--- src/rtl/cfb_pkg.sv ---
// Shared types, constants and the CRC-16 byte update for the CRC-16 frame builder.
// No dependencies.
package cfb_pkg;

   localparam int ID_W   = 16;
   localparam int BYTE_W = 8;

   localparam logic [BYTE_W-1:0] SYNC1_BYTE  = 8'hA5;
   localparam logic [BYTE_W-1:0] SYNC2_BYTE  = 8'h5A;
   localparam logic [BYTE_W-1:0] END_BYTE    = 8'hAA;
   localparam logic [BYTE_W-1:0] MAX_PAYLOAD = 8'd247;
   localparam logic [BYTE_W-1:0] LEN_OFFSET  = 8'd8;
   localparam logic [ID_W-1:0]   CRC_POLY    = 16'h1021;

   localparam int QUEUE_DEPTH_DEFAULT = 4;

   // One command from front to back: the bytes that a single item causes.
   typedef struct packed {
      logic              is_open;   // item opens a frame: emit header first
      logic              has_data;  // item carries a payload byte
      logic              trailer;   // item closes the frame: emit CRC and end byte
      logic [BYTE_W-1:0] len_byte;  // payload count plus 8
      logic [ID_W-1:0]   id;
      logic [BYTE_W-1:0] data;
   } cmd_type;

   function automatic logic [ID_W-1:0] crc16_byte(input logic [ID_W-1:0] crc,
                                                  input logic [BYTE_W-1:0] b);
      logic [ID_W-1:0] c;
      c = crc ^ {b, 8'h00};
      for (int i = 0; i < 8; i++) begin
         if (c[ID_W-1]) begin
            c = {c[ID_W-2:0], 1'b0} ^ CRC_POLY;
         end else begin
            c = {c[ID_W-2:0], 1'b0};
         end
      end
      return c;
   endfunction

endpackage

--- src/rtl/cfb_queue.sv ---
// Small command queue between the front end and the byte sequencer.
// Depends on cfb_pkg.
module cfb_queue import cfb_pkg::*; #(
   parameter int DEPTH = QUEUE_DEPTH_DEFAULT
) (
   input  logic    clock,
   input  logic    reset,
   input  logic    push_valid,
   output logic    push_ready,
   input  cmd_type push_cmd,
   output logic    pop_valid,
   input  logic    pop,
   output cmd_type pop_cmd
);

   localparam int PTR_W = (DEPTH > 1) ? $clog2(DEPTH) : 1;
   localparam int CNT_W = $clog2(DEPTH + 1);

   cmd_type            mem_ff [DEPTH];
   logic [PTR_W-1:0]   wr_ptr_ff, wr_ptr_in;
   logic [PTR_W-1:0]   rd_ptr_ff, rd_ptr_in;
   logic [CNT_W-1:0]   count_ff, count_in;
   logic               do_push, do_pop;

   assign push_ready = (count_ff != CNT_W'(DEPTH));
   assign pop_valid  = (count_ff != '0);
   assign do_push    = push_valid && push_ready;
   assign do_pop     = pop && pop_valid;
   assign pop_cmd    = mem_ff[rd_ptr_ff];

   always_comb begin
      wr_ptr_in = wr_ptr_ff;
      rd_ptr_in = rd_ptr_ff;
      count_in  = count_ff;
      if (do_push) begin
         wr_ptr_in = (wr_ptr_ff == PTR_W'(DEPTH - 1)) ? '0 : wr_ptr_ff + 1'b1;
      end
      if (do_pop) begin
         rd_ptr_in = (rd_ptr_ff == PTR_W'(DEPTH - 1)) ? '0 : rd_ptr_ff + 1'b1;
      end
      if (do_push && !do_pop) begin
         count_in = count_ff + 1'b1;
      end else if (!do_push && do_pop) begin
         count_in = count_ff - 1'b1;
      end
   end

   always_ff @(posedge clock) begin
      if (do_push) begin
         mem_ff[wr_ptr_ff] <= push_cmd;
      end
   end

   always_ff @(posedge clock) begin
      if (reset) begin
         wr_ptr_ff <= '0;
         rd_ptr_ff <= '0;
         count_ff  <= '0;
      end else begin
         wr_ptr_ff <= wr_ptr_in;
         rd_ptr_ff <= rd_ptr_in;
         count_ff  <= count_in;
      end
   end

endmodule

--- config.mk ---
export PLATFORM = sky130hd
export DESIGN_NAME = cfb_queue
export DESIGN_NICKNAME = d
export VERILOG_FILES = /design/src/rtl/cfb_pkg.sv /design/src/rtl/cfb_queue.sv
export SDC_FILE = /design/constraint.sdc
export NUM_CORES = 1
export LEC_CHECK = 0
export ABC_CLOCK_PERIOD_IN_PS = 2700
export BUFFER_PORTS_ARGS = -buffer_cell sky130_fd_sc_hd__buf_2
export CORE_AREA = 3 3 104 106
export DETAILED_ROUTE_END_ITERATION = 7
export DIE_AREA = 0 0 107 109
export PLACE_DENSITY = 0.76
export SLEW_MARGIN = 20
export SYNTH_ARGS = -nofsm -noshare
export SYNTH_HDL_FRONTEND = slang
export SYNTH_SLANG_ARGS = --single-unit
--- constraint.sdc ---
create_clock -name clock -period 2.7 [get_ports clock]
set_input_delay 0.135 -clock clock [delete_from_list [all_inputs] [get_ports clock]]
set_output_delay 0.135 -clock clock [all_outputs]
set_load 0.02 [all_outputs]
==> run_results.csv <==
group,metric,value,unit
outcome,status,"finished, final reports clean",
placement,place_ws,422,ps
timing,totalNegativeSetupSlack,0,ps
placement,hpwl,5.78,mm
clock_network,cts_buffer_depth,2,
clock_network,tritoncts,"built",
power,cellLeakagePower,2.48,nW
die,floorplan.core_area,0.00986,sq mm
detailed_routing,drt.antenna.violating_nets,0,
clock_network,latest_clock_arrival_within_the_worst_skew_pair,520,ps
setup_path,cp_data_required_time,3150,ps
setup_path,criticalPathCategory,"reg -> reg",
hold_path,min-delay-path-class,"in -> reg",
power,power.total,6.77,mW
clock_network,cts.sink_count,149,
power,p_seq_share,42.8,%
setup_path,worst_setup_path_end_kind,"register",
layout,share_of_final_layout_standard_cells_stronger_than_drive_strength_1,42.0,%
timing,max-slew-margin-rel,36.4,%
power,comb_power_share,22.3,%
detailed_routing,remaining_drc_errors,0,
layout,nets,404,
clock_network,post_cts_resize_count,0,
yosys,synth_ff_type,"sky130_fd_sc_hd__edfxtp_1",
placement,portBuffers,75,
grt,vias_in_the_first_global_route,2989,
clock_network,ctsHtreeMaxLevel,4,
flow_run,max_cap_violation_count,0,
clock_network,cts.clk_slew.worst_paths,60,ps
die,die_width,107,um
yosys,synth_seq_cells,149,
die,ioPinCount,76,
detailed_routing,first_pass_iters,4,
setup_path,timing.critical_path.to,"count_ff[2]$_SDFFE_PP0P_",
detailed_routing,aggregate_routed_wire_length,10.1,mm
die,die-height,109,um
yosys,postSynthNetCount,277,
yosys,post_synth_num_cell_types,27,
layout,mostFrequentLayoutCell,"sky130_fd_sc_hd__edfxtp_1",
detailed_routing,wl_per_cell,20.0,um
power,powerDensity,956,mW/mm^2
clock_network,post_cts.repair.setup_buffers,0,
setup_path,rr_endpoint,"count_ff[2]$_SDFFE_PP0P_",
timing,timing.final.ws_setup,397,ps
yosys,ys_seq_area_share,79.4,%
grt,number_of_antenna_violations_at_the_first_check_in_global_routing,0,
setup_path,critical_path_arrival,2750,ps
power,intPower,5.00,mW
timing,setup_viol_count_final,0,
power,ir_drop,0.575,mV
yosys,ys.warnings.count,0,
grt,grt_pass1_wl,16.1,mm
die,rows,36,
placement,place_congestion,0.700,
clock_network,tritoncts.num_buffers,17,
yosys,avgSynthCellArea,23.9,sq um
setup_path,cp_max_fo,7,
timing,final_critical_period,2300,ps
setup_path,reg2regPathDepth,8,
timing,drv_slew,0,
timing,rsz_0062_raised_after_global_routing,"false",
layout,multiInputGateArea,0.00107,sq mm
timing,max_freq,0.434,GHz
layout,insertedDiodeCount,0,
detailed_routing,vias,2706,
timing,report.final.hold_viol_count,0,
clock_network,cts_hold_repair.buffers,37,
yosys,post_synthesis_instance_area,0.00552,sq mm
grt,grt_overflow,0,
setup_path,critPathLaunchType,"register",
layout,area_growth_syn_to_layout,28.3,%
die,start_util,56.0,%
setup_path,setup.worst_path.start,"count_ff[0]$_SDFFE_PP0P_",
yosys,synthCells,231,
detailed_routing,route.detailed.vias_per_inst,5.37,
timing,tightestPinTransition,955,ps
detailed_routing,dr.first_iter.drc_count,167,
setup_path,timing.reg2reg.setup_slack,400,ps
timing,fin_crit_sh,85.3,%
power,power.share.switching,26.2,%
grt,groute.usage.overall,19.4,%
yosys,ys_async_sr_fraction,0,%
setup_path,critical_path.reg2reg.startpoint,"count_ff[0]$_SDFFE_PP0P_",
power,power_frac_clock,34.9,%
timing,worst_clock_skew,6.23,ps
layout,filler_cell_count,585,
clock_network,clock_tree.root_cell,"sky130_fd_sc_hd__clkbuf_8",
layout,commonest_cells_after_routing_fill_and_taps_aside,"140 x sky130_fd_sc_hd__edfxtp_1, 75 x sky130_fd_sc_hd__buf_2, 37 x sky130_fd_sc_hd__dlygate4sd3_1",
yosys,count_of_flip_flops_with_a_built_in_enable_after_synthesis,140,
layout,final-seq-area,0.00439,sq mm
grt,grt_max_degree,36,
power,net-switching-power,1.77,mW
die,die_area,0.0117,sq mm
## worst max-delay path: stages, from the launching register on
cell,delay (ps)
sky130_fd_sc_hd__dfxtp_1,420
sky130_fd_sc_hd__or3b_1,240
sky130_fd_sc_hd__and2_4,200
sky130_fd_sc_hd__ha_1,190
sky130_fd_sc_hd__inv_1,60
sky130_fd_sc_hd__fa_1,380
sky130_fd_sc_hd__xor2_1,180
sky130_fd_sc_hd__or3_2,410
sky130_fd_sc_hd__a21oi_1,160
## logic make-up (layout without fill, tap and decap cells)
kind of cell / Yosys count / in the layout / share of synthesized area, %
DFF: 149 / 149 / 79.4
muxes: 38 / 38 / 14.8
and+or+nand+nor: 17 / 17 / 1.93
buffers and inverters: 13 / 153 / 1.20
adders and majority gates: 7 / 7 / 1.72
AOI/OAI and AO/OA: 5 / 5 / 0.634
xor gates and xnor gates: 2 / 2 / 0.317
## registers in the layout (all words and copies together), names as in the netlist, named ones only
register	flops
wr_ptr_ff	2
rd_ptr_ff	2
count_ff	3
mem_ff	140
## per-stage QoR
step | hold WS [ps] | util (%) | instances | area (sq um)
after floorplan | 234 | - | 231 | 5520
after global placement | 347 | 61.9 | 435 | 6110
after detailed placement | 351 | 61.9 | 435 | 6110
after CTS | 48.6 | 71.9 | 504 | 7090
after global routing | 115 | 71.9 | 504 | 7090
final | 88.6 | 71.9 | 504 | 7090
## layer usage
layer | GRT usage, % | vias to the layer above | wire (um)
met2 | 32.5 | 78 | 5420
met4 | 8.22 | 0 | 195
met3 | 6.16 | 17 | 430
met5 | 0 | - | 0
met1 | 23.5 | 1377 | 4060
li1 | - | 1234 | -
## cells in the mapped netlist (2+ instances only)
cell type / n / area share (%)
sky130_fd_sc_hd__edfxtp_1: 140 / 76
sky130_fd_sc_hd__mux4_2: 35 / 14
sky130_fd_sc_hd__dfxtp_1: 9 / 3.3
sky130_fd_sc_hd__ha_1: 6 / 1.4
sky130_fd_sc_hd__and3_2: 4 / 0.54
sky130_fd_sc_hd__buf_2: 4 / 0.36
sky130_fd_sc_hd__buf_4: 3 / 0.41
sky130_fd_sc_hd__inv_1: 3 / 0.20
sky130_fd_sc_hd__mux2i_1: 3 / 0.54
sky130_fd_sc_hd__nor2_1: 3 / 0.20
sky130_fd_sc_hd__a21oi_1: 2 / 0.18
sky130_fd_sc_hd__nand2b_1: 2 / 0.23
sky130_fd_sc_hd__or3_2: 2 / 0.27
sky130_fd_sc_hd__xor2_1: 2 / 0.32
## worst min-delay path by stage
stage | startpoint | end | depth (start not counted)
floorplan | push_cmd[0] | mem_ff[0][0]$_DFFE_PP_ | 0
global placement | push_cmd[9] | mem_ff[0][9]$_DFFE_PP_ | 1
detailed placement | push_cmd[15] | mem_ff[3][15]$_DFFE_PP_ | 1
CTS | pop | register | 5
global route | pop | register | 5
finish | pop | register | 5
## power groups by stage
| stage | combinational, mW | sequential, mW | clock, mW |
|---|---|---|---|
| after floorplan | 1.03 | 2.91 | 0 |
| after global placement | 1.45 | 2.92 | 0 |
| after detailed placement | 1.49 | 2.95 | 0 |
| after CTS | 1.53 | 2.90 | 2.41 |
| after global routing | 1.63 | 2.93 | 2.51 |
| final | 1.51 | 2.90 | 2.37 |
## area by class of cell
cell class,instances,area share (%)
Sequential cell,149,61.9
Multi-Input combinational cell,69,15.1
Timing Repair Buffer,118,11.9
Clock buffer,24,6.92
Tap cell,133,2.35
Clock inverter,8,1.69
Inverter,3,0.159
Power figures use the tool's default switching activity.
