--- config.mk ---
export PLATFORM = sky130hd
export DESIGN_NAME = cfb_back
export DESIGN_NICKNAME = d
export VERILOG_FILES = /design/src/rtl/cfb_pkg.sv /design/src/rtl/cfb_back.sv
export SDC_FILE = /design/constraint.sdc
export NUM_CORES = 1
export LEC_CHECK = 0
export BUFFER_PORTS_ARGS = -buffer_cell sky130_fd_sc_hd__buf_2
export CELL_PAD_IN_SITES_DETAIL_PLACEMENT = 0
export CELL_PAD_IN_SITES_GLOBAL_PLACEMENT = 1
export CORE_MARGIN = 8
export CORE_UTILIZATION = 39
export DETAILED_ROUTE_END_ITERATION = 10
export PLACE_DENSITY = 0.88
export SLEW_MARGIN = 20
export SYNTH_ARGS = -nofsm -noshare
export SYNTH_HDL_FRONTEND = slang
export SYNTH_SLANG_ARGS = --single-unit
--- constraint.sdc ---
create_clock -name clock -period 3.2 [get_ports clock]
set_input_delay 0.32 -clock clock [delete_from_list [all_inputs] [get_ports clock]]
set_output_delay 0.32 -clock clock [all_outputs]
set_load 0.01 [all_outputs]
--- src/rtl/cfb_pkg.sv ---
// Shared types, constants and the CRC-16 byte update for the CRC-16 frame builder.
// No dependencies.
package cfb_pkg;

   localparam int ID_W   = 16;
   localparam int BYTE_W = 8;

   localparam logic [BYTE_W-1:0] SYNC1_BYTE  = 8'hA5;
   localparam logic [BYTE_W-1:0] SYNC2_BYTE  = 8'h5A;
   localparam logic [BYTE_W-1:0] END_BYTE    = 8'hAA;
   localparam logic [BYTE_W-1:0] MAX_PAYLOAD = 8'd247;
   localparam logic [BYTE_W-1:0] LEN_OFFSET  = 8'd8;
   localparam logic [ID_W-1:0]   CRC_POLY    = 16'h1021;

   localparam int QUEUE_DEPTH_DEFAULT = 4;

   // One command from front to back: the bytes that a single item causes.
   typedef struct packed {
      logic              is_open;   // item opens a frame: emit header first
      logic              has_data;  // item carries a payload byte
      logic              trailer;   // item closes the frame: emit CRC and end byte
      logic [BYTE_W-1:0] len_byte;  // payload count plus 8
      logic [ID_W-1:0]   id;
      logic [BYTE_W-1:0] data;
   } cmd_type;

   function automatic logic [ID_W-1:0] crc16_byte(input logic [ID_W-1:0] crc,
                                                  input logic [BYTE_W-1:0] b);
      logic [ID_W-1:0] c;
      c = crc ^ {b, 8'h00};
      for (int i = 0; i < 8; i++) begin
         if (c[ID_W-1]) begin
            c = {c[ID_W-2:0], 1'b0} ^ CRC_POLY;
         end else begin
            c = {c[ID_W-2:0], 1'b0};
         end
      end
      return c;
   endfunction

endpackage

--- src/rtl/cfb_back.sv ---
// Back end: steps through the frame bytes of each command, runs the CRC and
// drives the registered output item. Depends on cfb_pkg.
module cfb_back import cfb_pkg::*; (
   input  logic              clock,
   input  logic              reset,
   input  logic              cmd_valid,
   output logic              cmd_pop,
   input  cmd_type           cmd,
   output logic              out_valid,
   input  logic              out_ready,
   output logic [BYTE_W-1:0] out_byte,
   output logic              out_end,
   output logic              out_last
);

   localparam logic [3:0] STEP_SYNC1 = 4'd0;
   localparam logic [3:0] STEP_SYNC2 = 4'd1;
   localparam logic [3:0] STEP_LEN   = 4'd2;
   localparam logic [3:0] STEP_IDHI  = 4'd3;
   localparam logic [3:0] STEP_IDLO  = 4'd4;
   localparam logic [3:0] STEP_DATA  = 4'd5;
   localparam logic [3:0] STEP_CRCL  = 4'd6;
   localparam logic [3:0] STEP_CRCH  = 4'd7;
   localparam logic [3:0] STEP_END   = 4'd8;

   logic [3:0]        step_ff, step_in;
   logic              started_ff, started_in;
   logic [ID_W-1:0]   crc_ff, crc_in;
   logic              valid_ff, valid_in;
   logic [BYTE_W-1:0] byte_ff;
   logic              end_ff, last_ff;

   logic [3:0]        cur;
   logic [3:0]        nxt;
   logic [BYTE_W-1:0] cur_byte;
   logic              cur_last;
   logic              emit;

   assign cur  = started_ff ? step_ff : (cmd.is_open ? STEP_SYNC1 : STEP_DATA);
   assign emit = cmd_valid && (!valid_ff || out_ready);

   always_comb begin
      cur_byte = END_BYTE;
      nxt      = STEP_END;
      cur_last = 1'b0;
      case (cur)
         STEP_SYNC1: begin
            cur_byte = SYNC1_BYTE;
            nxt      = STEP_SYNC2;
         end
         STEP_SYNC2: begin
            cur_byte = SYNC2_BYTE;
            nxt      = STEP_LEN;
         end
         STEP_LEN: begin
            cur_byte = cmd.len_byte;
            nxt      = STEP_IDHI;
         end
         STEP_IDHI: begin
            cur_byte = cmd.id[15:8];
            nxt      = STEP_IDLO;
         end
         STEP_IDLO: begin
            cur_byte = cmd.id[7:0];
            nxt      = cmd.has_data ? STEP_DATA : STEP_CRCL;
         end
         STEP_DATA: begin
            cur_byte = cmd.data;
            nxt      = STEP_CRCL;
            cur_last = !cmd.trailer;
         end
         STEP_CRCL: begin
            cur_byte = crc_ff[7:0];
            nxt      = STEP_CRCH;
         end
         STEP_CRCH: begin
            cur_byte = crc_ff[15:8];
            nxt      = STEP_END;
         end
         STEP_END: begin
            cur_byte = END_BYTE;
            cur_last = 1'b1;
         end
         default: begin
            cur_byte = END_BYTE;
            cur_last = 1'b1;
         end
      endcase
   end

   assign cmd_pop = emit && cur_last;

   always_comb begin
      step_in    = step_ff;
      started_in = started_ff;
      crc_in     = crc_ff;
      valid_in   = valid_ff && !out_ready;
      if (emit) begin
         valid_in   = 1'b1;
         started_in = !cur_last;
         step_in    = nxt;
         if (cur == STEP_LEN) begin
            crc_in = crc16_byte('0, cur_byte);
         end else if (cur == STEP_IDHI || cur == STEP_IDLO || cur == STEP_DATA) begin
            crc_in = crc16_byte(crc_ff, cur_byte);
         end
      end
   end

   always_ff @(posedge clock) begin
      if (reset) begin
         step_ff    <= STEP_SYNC1;
         started_ff <= 1'b0;
         crc_ff     <= '0;
         valid_ff   <= 1'b0;
      end else begin
         step_ff    <= step_in;
         started_ff <= started_in;
         crc_ff     <= crc_in;
         valid_ff   <= valid_in;
      end
   end

   always_ff @(posedge clock) begin
      if (emit) begin
         byte_ff <= cur_byte;
         end_ff  <= (cur == STEP_END);
         last_ff <= cur_last;
      end
   end

   assign out_valid = valid_ff;
   assign out_byte  = byte_ff;
   assign out_end   = end_ff;
   assign out_last  = last_ff;

endmodule

==> out/summary.txt <==
========================================================================================
Wire length of the first global-routing pass                                    10810 µm
Critical path startpoint category                                              flip-flop
Number of max-slew violations in the final report                                      0
Critical path start-end classification                                      flip-flop to flip-flop
Hold-fix buffer count after cts                                                        0
Die outline height                                                              90.39 µm
Most frequent cells after synthesis                                         sky130_fd_sc_hd__nand2_1 (27), sky130_fd_sc_hd__dfxtp_1 (22), sky130_fd_sc_hd__o21ai_0 (19), sky130_fd_sc_hd__nand3_1 (18), sky130_fd_sc_hd__xnor2_1 (15)
CTS tree                                                                             yes
Die width                                                                       90.39 µm
Number of violations reported at the end of detailed-routing iteration 0             166
Worst clock skew                                                             0.005309 ns
Relative max-transition margin                                                    52.23%
Sequential area share after synthesis                                             34.32%
IO buf count                                                                          50
TritonCTS Sinks                                                                       32
Adder-cell share of the synthesized area                                              0%
Cell taking the most area after synthesis                                   sky130_fd_sc_hd__dfxtp_1
Total power per unit cell area                                              472.7 nW/µm²
Mapped Nets                                                                          300
Overflow after GRT                                                                     0
Root buf cell                                                               sky130_fd_sc_hd__clkbuf_8
Largest cells by area after synthesis                                       sky130_fd_sc_hd__dfxtp_1 (20%), sky130_fd_sc_hd__edfxtp_1 (14%), sky130_fd_sc_hd__xnor2_1 (6.1%), sky130_fd_sc_hd__xor2_1 (5.3%), sky130_fd_sc_hd__nand2_1 (4.7%)
DRC violation count after routing                                                      0
Xor/xnor share of the synthesized area                                            11.36%
Final setup fails                                                                      0
Post-Layout Inst Area                                                           2527 µm²
Max-capacitance violation count                                                        0
Data required time of the worst path                                             3.37 ns
Detailed-route via count                                                            2139
Post-synthesis sequential element count                                               32
Post-layout minimum cycle time                                                  2.824 ns
Netlist cell types                                                                    51
Number of endpoints with negative hold slack in the final report                       0
Simple-gate share of the synthesized area                                         25.80%
Wire per inst                                                                   17.57 µm
HPWL Detailed                                                                    5033 µm
Share of the synthesized area in compound gates (AO/OA/AOI/OAI)                   18.61%
Proportion of synthesized area in mux cells                                       3.884%
Crit path max fanout                                                                  18
Num ports                                                                             51
Setup TNS after final layout                                                        0 ns
Synth top area share                                                              20.41%
Static power due to leakage                                                  0.001059 µW
Final routed wirelength across all metal layers                                  6643 µm
Unrepaired setup endpoints after global routing                                    false
Total track usage                                                                 16.30%
Clock insertion delay at the later pin of the skew report                        0.29 ns
Die Area                                                                        8170 µm²
Synth async-reset ratio                                                               0%
Yosys warning total                                                                    0
Most used DFF post-synth                                                    sky130_fd_sc_hd__dfxtp_1
Layout net count                                                                     344
Via density                                                                        5.659
Clock slew seen by the registers of the worst setup and hold paths               0.06 ns
FMAX                                                                          0.3542 GHz
Post CTS Setup Buffer Count                                                            0
Starting utilization of the core area                                             39.68%
Antenna cells                                                                          0
Portion of the clock cycle consumed by the worst path in the final layout         88.24%
Layout cell share with drive strength beyond 1                                    22.22%
Largest net degree at the start of global routing                                     23
Clock H-tree levels                                                                    2
Largest family of logic cells by synthesized area                           simple AND/OR/NAND/NOR gates
Core region area                                                                5439 µm²
Outcome                                                                     finished clean
Via count of the first global-routing pass                                          2127
Area of placed instances                                                        2447 µm²
Pre-Repair DR Iteration Count                                                          4
Synthesized cell area                                                           2158 µm²
Deepest clock path buffer count                                                        2
Data arrival time of the critical path                                           2.99 ns
Count of standard-cell rows                                                           27
Area delta synth->final                                                           17.10%
Cts repair resizes                                                                     0
Number of routed nets with antenna violations                                          0
Peak ir drop on the vdd network                                                 181.7 µV
Post-synthesis average cell area                                               8.269 µm²
CTS Buf Count                                                                          5
Worst min path class                                                        primary input to flip-flop
Slew at the pin closest to its max-slew limit                                  0.7157 ns
Gate count of the mapped netlist                                                     261
Library cell with the highest instance count after synthesis                sky130_fd_sc_hd__nand2_1
Number of flops mapped to enable cells by yosys                                       10
GP Congestion                                                                     0.9102
Antenna violations before repair                                                       0
Element type at the critical path end                                          flip-flop
========================================================================================
==> critical path, stage by stage, from the launching register on <==
cell and delay, ns:
sky130_fd_sc_hd__dfxtp_1 0.73, sky130_fd_sc_hd__nor2b_1 0.24, sky130_fd_sc_hd__and2_1 0.33, sky130_fd_sc_hd__a222oi_1 0.47
sky130_fd_sc_hd__nand2_2 0.15, sky130_fd_sc_hd__xor2_1 0.36, sky130_fd_sc_hd__nor4_1 0.09, sky130_fd_sc_hd__a311o_1 0.33
==> placed cells by master (no fill, tap or decap), types with 10 or more instances in the layout <==
cell type                   n
sky130_fd_sc_hd__o21ai_0   18
sky130_fd_sc_hd__dfxtp_1   22
sky130_fd_sc_hd__xnor2_1   15
sky130_fd_sc_hd__xor2_1    13
sky130_fd_sc_hd__inv_1     11
sky130_fd_sc_hd__nand2_1   27
sky130_fd_sc_hd__buf_2     50
sky130_fd_sc_hd__edfxtp_1  10
sky130_fd_sc_hd__a21oi_1   13
sky130_fd_sc_hd__nor2_1    14
sky130_fd_sc_hd__nand3_1   18
==> through the flow <==
| stage | setup WS, ns | cells | util (%) | hold slack, ns | total power [µW] |
|---|---|---|---|---|---|
| after floorplan | 0.9292 | 261 | - | 0.4495 | 787.6 |
| after global placement | 0.5393 | 370 | 45.00 | 0.4888 | 895.4 |
| after detailed placement | 0.3935 | 370 | 45.00 | 0.4964 | 896.4 |
| after CTS | 0.3965 | 378 | 46.47 | 0.2765 | 1198 |
| after global routing | 0.1824 | 378 | 46.47 | 0.2850 | 1263 |
| final | 0.3764 | 378 | 46.47 | 0.2773 | 1195 |
==> per-layer routing <==
| metal | global-route usage, % | vias up | wire (µm) |
|---|---|---|---|
| li1 | - | 1044 | - |
| met1 | 18.53 | 1002 | 2679 |
| met2 | 28.10 | 79 | 3412 |
| met3 | 3.907 | 14 | 413 |
| met4 | 7.490 | 0 | 138 |
| met5 | 0 | - | 0 |
==> sequential cells by signal, summed over array words and instances (netlist names) <==
signal      count
crc_ff         16
started_ff      1
step_ff         4
out_byte        8
out_valid       1
out_end         1
out_last        1
==> where the power goes <==
group / total (µW) / switching [µW] / leakage (µW) / internal, µW
Sequential: 515 / 51.8 / 0.000278 / 464
Clock: 302 / 151 / 0.0000399 / 151
Combinational: 377 / 210 / 0.000741 / 168
Total: 1190 / 412 / 0.00106 / 782
==> area by class of cell <==
type                            instances  area (µm²)
Clock buffer                            7       76.32
Clock inverter                          1       3.754
Fill cell                             552        2912
Inverter                               11       41.29
Multi-Input combinational cell        200        1287
Sequential cell                        32       740.7
Tap cell                               72       90.09
Timing Repair Buffer                   55       287.8
==> cell families after synthesis <==
| family | Yosys count |
|---|---|
| compound gates | 60 |
| mux | 8 |
| flops | 32 |
| buf+inv | 29 |
| xor+xnor | 28 |
| simple gates | 104 |
==> final timing paths <==
check	slack, ns	to	depth (start not counted)	start
min reg2reg	0.50	crc_ff[10]	2	crc_ff[10]
max	0.38	crc_ff[8]	7	step_ff[0]
min	0.28	out_valid	3	cmd_valid
max reg2reg	0.38	crc_ff[8]	7	step_ff[0]
Note: power is estimated with default switching activity, not from simulation.
