==> config.mk <==
export PLATFORM = sky130hd
export DESIGN_NAME = cfb_front
export DESIGN_NICKNAME = d
export VERILOG_FILES = /design/src/rtl/cfb_pkg.sv /design/src/rtl/cfb_front.sv
export SDC_FILE = /design/constraint.sdc
export NUM_CORES = 1
export LEC_CHECK = 0
export ABC_AREA = 0
export ABC_CLOCK_PERIOD_IN_PS = 5900
export BUFFER_PORTS_ARGS = -buffer_cell sky130_fd_sc_hd__buf_2
export CAP_MARGIN = 0
export CORE_ASPECT_RATIO = 1.5
export CORE_MARGIN = 2
export CORE_UTILIZATION = 43
export CTS_CLUSTER_SIZE = 16
export DETAILED_ROUTE_END_ITERATION = 12
export HOLD_SLACK_MARGIN = 0.1
export PLACE_DENSITY = 0.82
export SETUP_SLACK_MARGIN = 0.05
export SLEW_MARGIN = 40
export SYNTH_ARGS = -nofsm -noshare
export SYNTH_HDL_FRONTEND = slang
export SYNTH_SLANG_ARGS = --single-unit
export TNS_END_PERCENT = 100
==> constraint.sdc <==
create_clock -name clock -period 5.9 [get_ports clock]
set_input_delay 1.18 -clock clock [delete_from_list [all_inputs] [get_ports clock]]
set_output_delay 1.18 -clock clock [all_outputs]
set_load 0.02 [all_outputs]
==> src/rtl/cfb_pkg.sv <==
// Shared types, constants and the CRC-16 byte update for the CRC-16 frame builder.
// No dependencies.
package cfb_pkg;

   localparam int ID_W   = 16;
   localparam int BYTE_W = 8;

   localparam logic [BYTE_W-1:0] SYNC1_BYTE  = 8'hA5;
   localparam logic [BYTE_W-1:0] SYNC2_BYTE  = 8'h5A;
   localparam logic [BYTE_W-1:0] END_BYTE    = 8'hAA;
   localparam logic [BYTE_W-1:0] MAX_PAYLOAD = 8'd247;
   localparam logic [BYTE_W-1:0] LEN_OFFSET  = 8'd8;
   localparam logic [ID_W-1:0]   CRC_POLY    = 16'h1021;

   localparam int QUEUE_DEPTH_DEFAULT = 4;

   // One command from front to back: the bytes that a single item causes.
   typedef struct packed {
      logic              is_open;   // item opens a frame: emit header first
      logic              has_data;  // item carries a payload byte
      logic              trailer;   // item closes the frame: emit CRC and end byte
      logic [BYTE_W-1:0] len_byte;  // payload count plus 8
      logic [ID_W-1:0]   id;
      logic [BYTE_W-1:0] data;
   } cmd_type;

   function automatic logic [ID_W-1:0] crc16_byte(input logic [ID_W-1:0] crc,
                                                  input logic [BYTE_W-1:0] b);
      logic [ID_W-1:0] c;
      c = crc ^ {b, 8'h00};
      for (int i = 0; i < 8; i++) begin
         if (c[ID_W-1]) begin
            c = {c[ID_W-2:0], 1'b0} ^ CRC_POLY;
         end else begin
            c = {c[ID_W-2:0], 1'b0};
         end
      end
      return c;
   endfunction

endpackage

==> src/rtl/cfb_front.sv <==
// Front end: accepts items, tracks frame position and issues one command per item.
// Depends on cfb_pkg.
module cfb_front import cfb_pkg::*; (
   input  logic              clock,
   input  logic              reset,
   input  logic              in_valid,
   output logic              in_ready,
   input  logic [ID_W-1:0]   in_id,
   input  logic [BYTE_W-1:0] in_len,
   input  logic [BYTE_W-1:0] in_data,
   output logic              cmd_valid,
   input  logic              cmd_ready,
   output cmd_type           cmd
);

   logic              in_frame_ff, in_frame_in;
   logic [BYTE_W-1:0] bytes_left_ff, bytes_left_in;
   logic [BYTE_W-1:0] len_sat;
   logic [BYTE_W-1:0] left_mid;
   logic              accept;

   assign in_ready  = cmd_ready;
   assign cmd_valid = in_valid;
   assign accept    = in_valid && cmd_ready;

   assign len_sat  = (in_len > MAX_PAYLOAD) ? MAX_PAYLOAD : in_len;
   assign left_mid = bytes_left_ff - 1'b1;

   always_comb begin
      in_frame_in   = in_frame_ff;
      bytes_left_in = bytes_left_ff;
      cmd.id        = in_id;
      cmd.data      = in_data;
      cmd.len_byte  = len_sat + LEN_OFFSET;
      if (!in_frame_ff) begin
         cmd.is_open  = 1'b1;
         cmd.has_data = (len_sat != '0);
         cmd.trailer  = (len_sat <= 8'd1);
         if (accept) begin
            in_frame_in   = (len_sat > 8'd1);
            bytes_left_in = (len_sat == '0) ? '0 : len_sat - 1'b1;
         end
      end else begin
         cmd.is_open  = 1'b0;
         cmd.has_data = 1'b1;
         cmd.trailer  = (left_mid == '0);
         if (accept) begin
            in_frame_in   = (left_mid != '0);
            bytes_left_in = left_mid;
         end
      end
   end

   always_ff @(posedge clock) begin
      if (reset) begin
         in_frame_ff   <= 1'b0;
         bytes_left_ff <= '0;
      end else begin
         in_frame_ff   <= in_frame_in;
         bytes_left_ff <= bytes_left_in;
      end
   end

endmodule

==> results of run 1 <==
-- kinds of logic after synthesis --
kind of cell	count (synthesis)	share of synthesized area (%)
flops	9	16.71
buf+inv	45	25.06
compound gates	39	25.29
simple gates	47	23.44
fa+ha+maj	4	4.641
xor+xnor	6	4.873
-- final timing paths --
kind,to,cells past startpoint,startpoint,slack (ns)
max,cmd[31],8,in_len[6],2.30
min,bytes_left_ff[6],2,bytes_left_ff[6],0.57
max reg2reg,bytes_left_ff[4],6,bytes_left_ff[0],4.24
min reg2reg,bytes_left_ff[6],2,bytes_left_ff[6],0.57
-- routing by layer --
layer	share of wire, %	up-vias	global-route usage, %
li1	-	495	-
met1	36	491	19.63
met2	52	63	33.88
met3	9.0	12	2.198
met4	3.0	0	11.03
met5	0	-	0
-- through the flow --
stage                     utilization (%)  setup slack [ns]  cell area (um^2)  power [mW]  hold WS, ns
after floorplan                         -             1.938              1079      0.1463       0.5086
after global placement              40.96             2.374             992.2      0.1384       0.5429
after detailed placement            40.96             2.300             992.2      0.1416       0.5516
after CTS                           42.05             2.288              1018      0.1897       0.5596
after global routing                42.05             2.131              1018      0.2017       0.6197
final                               42.05             2.301              1018      0.1919       0.5745
-- sequential cells by signal, summed over array words and instances (netlist names) --
| name | cells |
|---|---|
| bytes_left_ff | 8 |
| in_frame_ff | 1 |
-- cells in the final DEF, fill, tap and decap left out, types with 2 or more instances in the layout --
master,Yosys,layout
dfxtp_1,9,9
nor3_1,7,7
o21bai_1,3,3
a41oi_1,2,2
a211oi_1,2,2
clkbuf_4,0,3
a21oi_1,6,6
nor2_1,7,7
nand3_1,10,10
nand2_1,7,7
xnor2_1,3,3
a221oi_1,2,2
nor4_1,2,2
ha_1,4,4
o21a_1,2,2
buf_2,3,24
xor2_1,3,3
o21ai_0,7,7
nor3b_1,2,2
inv_1,9,9
or3_1,3,3
o211ai_1,4,4
a31oi_1,4,4
and3_1,2,2
-- critical path, cell delays in order --
cell and delay (ns):
buf_2 0.15, nand2_1 0.14, o21ai_0 0.24, inv_1 0.08, ha_1 0.22, nand3_1 0.10
xnor2_1 0.12, buf_2 0.18
-- layout make-up --
class,instances,share of cell area [%]
Sequential cell,9,17.69
Clock buffer,4,2.580
Multi-Input combinational cell,96,61.67
Tap cell,24,2.948
Inverter,9,3.317
Timing Repair Buffer,24,11.79
-- where the power goes --
| part | switching (mW) | total [mW] | internal, mW |
|---|---|---|---|
| Sequential | 0.00706 | 0.0721 | 0.0650 |
| Clock | 0.0240 | 0.0501 | 0.0262 |
| Combinational | 0.0433 | 0.0697 | 0.0264 |
| Total | 0.0744 | 0.192 | 0.118 |
==> run_results.csv, run 1 <==
group,metric,value,unit
run_status,outcome,"finished clean",
yosys,syn_area_per_cell,7.190,um^2
yosys,synth_flop_cell,"dfxtp_1",
power_and_ir_drop,power_leakage,0.4346,nW
yosys,async_reset_ff_share,0,%
layout,antenna_cells,0,
sta,slew_headroom,57.17,%
layout,final-seq-area,180.2,um^2
sta,post-route-period-util,61.00,%
global_routing,grt_pass1_wl,4250,um
clock_tree,insertion_delay,0.27,ns
sta,finalSetupViolCount,0,
min_path,min_path_type,"reg2reg",
sta,finalCriticalPeriod,3.599,ns
clock_tree,clk_pin_slew_worst_paths,0.06,ns
yosys,ys_seq_area_share,16.71,%
sta,fin_tns_setup,0,ns
yosys,syn_nets,190,
power_and_ir_drop,ir_drop,0.1105,mV
clock_tree,cts_tree,"built",
place,place_congestion,0.8629,
place,dp_hpwl,1991,um
floorplanning,num_rows,22,
setup_path,critPathMaxFanout,8,
global_routing,overflow,0,
setup_path,endpoint_kind,"output pin",
power_and_ir_drop,powerDensity,188.4,nW/um^2
global_routing,antenna_found_initial,0,
flow_run,cap_violations,0,
global_routing,grt_max_degree,12,
yosys,synth.most_common_cell,"buf_4",
yosys,synthCells,150,
yosys,ys_types,40,
clock_tree,post_cts_buffers,0,
floorplanning,die_w,44.89,um
clock_tree,cts-root-buf,"clkbuf_4",
yosys,synth_top_cell_area_share,18.10,%
routing,wirelength,2549,um
routing,wire_per_inst,15.36,um
floorplanning,die_area,2933,um^2
layout,fill_cells,252,
floorplanning,start_util,44.52,%
layout,nets,183,
sta,fmax,277.9,MHz
routing,vias,1061,
routing,detail-route-antenna-nets,0,
yosys,synth.area.top_cells,"buf_4 (18%), dfxtp_1 (17%), ha_1 (4.6%)",
yosys,ys_warn_count,0,
place,port_buffers,24,
sta,worst_slew_pin_slew,0.6395,ns
floorplanning,die_h,65.34,um
layout,multiInputGateArea,628.1,um^2
sta,slew_violations,0,
yosys,syn-cell-area,1079,um^2
sta,hold_viol,0,
clock_tree,ctsHoldBuffers,0,
sta,fin_skew,0.004276,ns
global_routing,globalRouteTotalUtil,18.70,%
clock_tree,numCtsBuffers,3,
routing,drt-initial-drc-count,64,
sta,rsz0062_at_grt,"false",
routing,via_per_inst,6.392,
clock_tree,cts.sinks,9,
layout,syn2layout_area_growth,-5.568,%
setup_path,cp-start-kind,"input pin",
yosys,synth_edf_count,0,
place,placed_cells,162,
floorplanning,num_io_pins,73,
floorplanning,coreArea,2422,um^2
routing,drtPass1Iterations,4,
layout,drive_gt1_share,21.13,%
clock_tree,cts_resized,0,
clock_tree,cts_max_level,1,
yosys,synth_common_cells,"buf_4 (26), nand3_1 (10), dfxtp_1 (9), inv_1 (9)",
setup_path,cp.required,4.72,ns
yosys,ys_seq_elements,9,
routing,drc,0,
global_routing,grt_pass1_vias,987,
setup_path,crit_type,"in2out",
layout,instances_no_fill,166,
setup_path,worstPathArrival,2.42,ns
yosys,synth_area_leader_cell,"buf_4",
clock_tree,cts_buffer_depth,2,
(Power assumes the default switching activity.)
==> run 2, diff against run 1 <==
--- a/config.mk
+++ b/config.mk
@@ -5,17 +5,17 @@
 export SDC_FILE = /design/constraint.sdc
 export NUM_CORES = 1
 export LEC_CHECK = 0
-export ABC_AREA = 0
-export ABC_CLOCK_PERIOD_IN_PS = 5900
+export ABC_AREA = 1
+export ABC_CLOCK_PERIOD_IN_PS = 3150
 export BUFFER_PORTS_ARGS = -buffer_cell sky130_fd_sc_hd__buf_2
 export CAP_MARGIN = 0
 export CORE_ASPECT_RATIO = 1.5
 export CORE_MARGIN = 2
-export CORE_UTILIZATION = 43
+export CORE_UTILIZATION = 38
 export CTS_CLUSTER_SIZE = 16
 export DETAILED_ROUTE_END_ITERATION = 12
 export HOLD_SLACK_MARGIN = 0.1
-export PLACE_DENSITY = 0.82
+export PLACE_DENSITY = 0.76
 export SETUP_SLACK_MARGIN = 0.05
 export SLEW_MARGIN = 40
 export SYNTH_ARGS = -nofsm -noshare
==> constraint.sdc (replaced) <==
create_clock -name clock -period 3.15 [get_ports clock]
set_input_delay 0.63 -clock clock [delete_from_list [all_inputs] [get_ports clock]]
set_output_delay 0.63 -clock clock [all_outputs]
set_load 0.02 [all_outputs]
==> run 2 against run 1 <==
Net effect: register-to-register slack got worse by 2.7 ns; power grew 110%; worst setup slack got worse by 1.7 ns; combinational power is 89% higher; first-iteration DRC count is 41% lower; die area grew 15%; sequential power rose by 84%; clock skew decreased by 0.0024 ns; via count fell by 3.5%; synthesized cell count rose by 17%; area after synthesis grew 2.9%; critical path depth rose by 2; largest power group is now clock; highest routed layer unchanged.
==> run_results.csv, run 2 <==
group,metric,value,unit
yosys,synth_common_cells,"nand2_1 (33), buf_4 (26), inv_1 (22)",
sta,fin_tns_setup,0,ns
floorplanning,num_io_pins,73,
place,dpl_cell_area,1071,um^2
routing,drt-initial-drc-count,38,
place,pre_cts_ws,0.6385,ns
clock_tree,ctsHoldBuffers,0,
global_routing,grt_max_degree,13,
sta,fmax,399.5,MHz
global_routing,met1_usage,15.35,%
power_and_ir_drop,powerDensity,360.9,nW/um^2
routing,via_per_inst,4.808,
yosys,syn_nets,215,
global_routing,met3_usage,2.584,%
sta,finalCriticalPeriod,2.503,ns
global_routing,globalRouteTotalUtil,15.84,%
yosys,synth_top_cell_area_share,17.59,%
setup_path,endpoint_kind,"output pin",
power_and_ir_drop,power.total,402.8,uW
global_routing,grt_pass1_wl,3988,um
clock_tree,cts_max_level,1,
flow_run,cap_violations,0,
setup_path,crit_buf_inv,4,
routing,drc,0,
clock_tree,post_cts_buffers,0,
setup_path,worstPathArrival,1.87,ns
floorplanning,start_util,38.90,%
setup_path,crit_family,"buffers and inverters",
power_and_ir_drop,sw_frac_of_total,35.82,%
clock_tree,cts.sinks,9,
sta,fin_skew,0.001900,ns
sta,post-route-period-util,79.47,%
setup_path,cp_cell_sequence,"buf_2, nand3_1, nor2_2, inv_1, nand2_2, inv_2, ha_1, nand3_1, xor2_1, buf_2",
setup_path,crit_type,"in2out",
yosys,synthSimpleGateAreaFrac,32.13,%
global_routing,grt_most_used_layer,"met2",
sta,worst_slew_pin_slew,0.5087,ns
power_and_ir_drop,p_comb_share,32.8,%
routing,wire_per_inst,10.77,um
setup_path,cp-start-kind,"input pin",
setup_path,cp.required,2.52,ns
clock_tree,clk_pin_slew_worst_paths,0.04,ns
routing,detail-route-antenna-nets,0,
floorplanning,die_w,48.13,um
power_and_ir_drop,power_leakage,0.5739,nW
clock_tree,cts-root-buf,"clkbuf_8",
routing,drtPass1Iterations,4,
layout,layout_common_cells,"nand2_1 (33), buf_2 (24), inv_1 (22)",
routing,vias,1024,
clock_tree,cts_buffer_depth,2,
routing,wirelength,2295,um
sta,finalSetupViolCount,0,
yosys,synth_top_family_by_area,"simple AND/OR/NAND/NOR gates",
floorplanning,num_rows,24,
global_routing,antenna_found_initial,0,
layout,regMostFlops,"bytes_left_ff",
power_and_ir_drop,ir_drop,0.1508,mV
setup_path,cp_slowest_cell,"ha_1",
yosys,synth.most_common_cell,"nand2_1",
power_and_ir_drop,clkPwrFrac,34.2,%
clock_tree,numCtsBuffers,3,
yosys,async_reset_ff_share,0,%
layout,multiInputGateArea,628.1,um^2
yosys,synth_area_leader_cell,"buf_4",
floorplanning,coreArea,2853,um^2
layout,largest_register_ffs,8,
layout,final_common_cell,"nand2_1",
place,place_congestion,0.7459,
floorplanning,die_h,70.19,um
layout,top_regs,"bytes_left_ff: 8 flops, in_frame_ff: 1 flops",
layout,antenna_cells,0,
yosys,syn-cell-area,1110,um^2
yosys,syn_area_per_cell,6.342,um^2
yosys,synth_compound_area_share,18.38,%
power_and_ir_drop,intPower,258.5,uW
yosys,ys_seq_area_share,16.23,%
sta,slew_violations,0,
floorplanning,die_area,3378,um^2
global_routing,overflow,0,
global_routing,use_met2,28.74,%
run_status,outcome,"finished clean",
place,port_buffers,24,
yosys,ys_seq_elements,9,
min_path,min_path_type,"reg2reg",
yosys,synth-xor-area-share,1.578,%
yosys,ys_types,27,
clock_tree,cts_resized,0,
yosys,synthCells,175,
setup_path,critPathMaxFanout,5,
power_and_ir_drop,p_sw,144.3,uW
layout,fin_area,1116,um^2
clock_tree,cts_tree,"built",
yosys,synth.area.top_cells,"buf_4 (18%), dfxtp_1 (16%), nand2_1 (11%)",
clock_tree,insertion_delay,0.24,ns
yosys,ys_warn_count,0,
global_routing,grt_pass1_vias,1004,
place,dp_hpwl,1846,um
setup_path,max_stage_delay,0.21,ns
layout,fill_cells,312,
layout,nets,215,
yosys,synth_flop_cell,"dfxtp_1",
power_and_ir_drop,p_seq_share,33.0,%
yosys,synth_adder_area_share,4.510,%
sta,rsz0062_at_grt,"false",
yosys,synth_edf_count,0,
sta,finalWorstSetupSlack,0.6467,ns
layout,syn2layout_area_growth,0.5637,%
yosys,synthMuxAreaShare,0,%
layout,drive_gt1_share,27.01,%
sta,hold_viol,0,
layout,final-seq-area,180.2,um^2
sta,slew_headroom,66.04,%
[run 2: cell count changes after synthesis, sizes merged, moves of 4 or more]
cell,before,now
a21oi,6,12
a31oi,4,0
clkbuf,6,2
inv,9,25
nand2,7,35
nand4,0,5
nor2,7,20
nor3,7,1
o21ai,7,16
[run 2: worst register-to-register path, cell delays in order (launching register included)]
cell     delay [ns]
dfxtp_1        0.32
inv_1          0.16
ha_1           0.25
inv_1          0.08
nand2_1        0.06
nand2_1        0.07
nor2_1         0.09
nand2_1        0.07
nor2_1         0.10
nand4_1        0.13
nor2_1         0.12
nor2_1         0.04
[run 2: cell type report]
type                    count  area share [%]
clock buffers               4           4.036
multi-input cells         112           56.28
flip-flops and latches      9           16.14
repair buffers             24           10.76
inverters                  25           8.408
well taps                  39           4.372
[run 2: cell families after synthesis]
| kind of cell | count (synthesis) |
|---|---|
| buffers and inverters | 54 |
| and+or+nand+nor | 73 |
| DFF | 9 |
| adders and majority gates | 4 |
| AOI/OAI and AO/OA | 33 |
| xor gates and xnor gates | 2 |
[run 2: metrics by stage]
step | hold WS (ns) | utilization, % | cells
3_5_place_dp | 0.5614 | 37.54 | 209
6_report | 0.5665 | 39.12 | 213
3_3_place_gp | 0.5547 | 37.54 | 209
4_1_cts | 0.5710 | 39.12 | 213
5_1_grt | 0.6111 | 39.12 | 213
2_1_floorplan | 0.5301 | - | 175
[run 2: routing by layer]
metal	up-vias	share of wire, %
li1	530	-
met1	450	34
met2	35	56
met3	9	6.3
met4	0	2.8
met5	-	0
[run 2: worst paths after layout]
path	slack, ns	cells after the start	endpoint	from
hold reg to reg	0.57	2	bytes_left_ff[0]	bytes_left_ff[0]
setup / recovery	0.65	10	cmd[31]	in_len[5]
setup reg to reg	1.56	11	in_frame_ff	bytes_left_ff[0]
hold / removal	0.57	2	bytes_left_ff[0]	bytes_left_ff[0]
[run 2: power groups by stage]
stage / Clock, mW / Sequential (mW) / Combinational, mW
after floorplan: 0 / 0.130 / 0.147
after global placement: 0 / 0.135 / 0.131
after detailed placement: 0 / 0.135 / 0.132
after CTS: 0.140 / 0.133 / 0.133
after global routing: 0.144 / 0.135 / 0.149
final: 0.138 / 0.133 / 0.132
==> run 3, diff against run 2 <==
--- a/config.mk
+++ b/config.mk
@@ -6,7 +6,7 @@
 export NUM_CORES = 1
 export LEC_CHECK = 0
 export ABC_AREA = 1
-export ABC_CLOCK_PERIOD_IN_PS = 3150
+export ABC_CLOCK_PERIOD_IN_PS = 2200
 export BUFFER_PORTS_ARGS = -buffer_cell sky130_fd_sc_hd__buf_2
 export CAP_MARGIN = 0
 export CORE_ASPECT_RATIO = 1.5
==> constraint.sdc (replaced) <==
create_clock -name clock -period 2.2 [get_ports clock]
set_input_delay 0.44 -clock clock [delete_from_list [all_inputs] [get_ports clock]]
set_output_delay 0.44 -clock clock [all_outputs]
set_load 0.02 [all_outputs]
==> run 3 against run 2 <==
Net effect: worst setup slack got worse by 0.54 ns; via count rose by 5.2%; sequential share of layout area shrank 1.1 points; clock skew rose by 0.00055 ns; clock power increased by 48%; clock-buffer cell count is the same; global-route usage increased by 0.36 points; non-clock buffer count up 7; largest cell class unchanged; sequential power rose by 41%; register-to-register slack lost 0.90 ns.
==> run_results.csv, run 3 (synthesis results as in run 2) <==
group,metric,value,unit
run_status,outcome,"finished clean",
min_path,min_from,"reset",
sta,slew_headroom,80.25,%
place,port_buffers,24,
clock_tree,cts_max_level,1,
layout,layout_common_cells,"nand2_1 (33), buf_2 (21), inv_1 (19)",
floorplanning,num_rows,24,
sta,fin_tns_setup,0,ns
layout,largest_register_ffs,8,
setup_path,r2r-start,"bytes_left_ff[0]",
floorplanning,coreArea,2853,um^2
global_routing,grt_pass1_vias,1004,
setup_path,critPathMaxFanout,4,
sta,finalCriticalPeriod,2.097,ns
floorplanning,start_util,38.90,%
layout,fin_area,1199,um^2
routing,drt-initial-drc-count,37,
layout,instances_no_fill,220,
global_routing,globalRouteTotalUtil,16.20,%
clock_tree,numCtsBuffers,3,
place,pre_cts_ws,0.05575,ns
sta,slew_violations,0,
sta,fmax,476.8,MHz
routing,detail-route-antenna-nets,0,
clock_tree,insertion_delay,0.24,ns
clock_tree,clk_pin_slew_worst_paths,0.05,ns
flow_run,cap_violations,0,
clock_tree,cts_buffer_depth,2,
min_path,min_path_type,"in2reg",
layout,syn2layout_area_growth,8.005,%
routing,drtPass1Iterations,4,
routing,vias,1077,
min_path,worstHoldPathCells,3,
floorplanning,num_io_pins,73,
routing,drc,0,
setup_path,ff2ff_path_depth,11,
place,dp_hpwl,1953,um
layout,final_common_cell,"nand2_1",
floorplanning,die_w,48.13,um
floorplanning,die_h,70.19,um
clock_tree,cts.sinks,9,
place,place_congestion,0.7615,
floorplanning,die_area,3378,um^2
routing,wire_per_inst,11.50,um
layout,drive_gt1_share,33.15,%
setup_path,crit_start,"bytes_left_ff[0]",
layout,regMostFlops,"bytes_left_ff",
sta,rsz0062_at_grt,"true",
place,placed_cells,213,
global_routing,grt_max_degree,13,
sta,finalSetupViolCount,0,
routing,wirelength,2530,um
routing,via_per_inst,4.895,
setup_path,worstPathArrival,1.66,ns
power_and_ir_drop,ir_drop,0.2194,mV
clock_tree,cts-root-buf,"clkbuf_8",
sta,hold_viol,0,
place,dpl_cell_area,1101,um^2
setup_path,cp-start-kind,"flop",
power_and_ir_drop,power_leakage,0.6116,nW
global_routing,antenna_found_initial,0,
sta,post-route-period-util,95.34,%
sta,worst_slew_pin_slew,0.2959,ns
global_routing,grt_pass1_wl,4022,um
layout,top_regs,"bytes_left_ff: 8 flops, in_frame_ff: 1 flops",
sta,fin_skew,0.002447,ns
layout,antenna_cells,0,
setup_path,cp.required,1.76,ns
layout,fill_cells,311,
setup_path,endpoint_kind,"output pin",
sta,finalWorstSetupSlack,0.1026,ns
setup_path,crit_type,"reg2out",
power_and_ir_drop,powerDensity,503.5,nW/um^2
clock_tree,cts_tree,"built",
global_routing,overflow,0,
layout,nets,222,
==> run 3: changes by cell type in the layout (fill, tap and decap cells not counted), sizes merged <==
cell | previous run | this run
buf | 24 | 31
==> run 3: layout make-up <==
class,instances,area (um^2),area share [%]
Sequential cell,9,180.2,15.03
Multi-Input combinational cell,112,650.6,54.28
Timing Repair Buffer,31,180.2,15.03
Tap cell,39,48.80,4.071
Inverter,25,93.84,7.829
Clock buffer,4,45.04,3.758
==> run 3: metrics by stage <==
step	util [%]	total power, mW	hold WS (ns)
global placement	38.60	0.3872	0.5536
CTS	40.79	0.5979	0.4553
finish	42.02	0.6035	0.4522
floorplan	-	0.3966	0.5301
detailed placement	38.60	0.3894	0.5508
global route	42.02	0.6318	0.4656
==> run 3: final timing paths <==
check	endpoint	slack, ns
setup / recovery	cmd[32]	0.10
setup reg to reg	in_frame_ff	0.66
hold / removal	bytes_left_ff[1]	0.45
hold reg to reg	bytes_left_ff[6]	0.58
==> run 3: what timing repair did <==
action	CTS	global route
setup endpoints to repair	2	3
resized for setup	5	6
hold buffers	0	0
pin swaps	0	3
setup buffers	0	3
==> run 3: power by group <==
part | internal, mW | switching, mW
combinational | 0.0804 | 0.132
clock | 0.127 | 0.0763
sequential | 0.175 | 0.0120
==> run 3: worst max-delay path, stage by stage (launching register included) <==
cell,delay [ns]
dfxtp_1,0.36
inv_2,0.07
ha_4,0.17
nand2_1,0.08
nand2_1,0.07
nor2_1,0.09
nand2_1,0.06
nor2_1,0.10
nand4_1,0.13
nand2_1,0.12
buf_4,0.15
==> run 3: layer usage <==
| layer | wire length [um] | track usage, % | share of wire, % |
|---|---|---|---|
| met4 | 85 | 10.21 | 3.4 |
| met5 | 0 | 0 | 0 |
| met2 | 1395 | 29.78 | 55 |
| met3 | 146 | 1.034 | 5.8 |
| met1 | 903 | 15.42 | 36 |
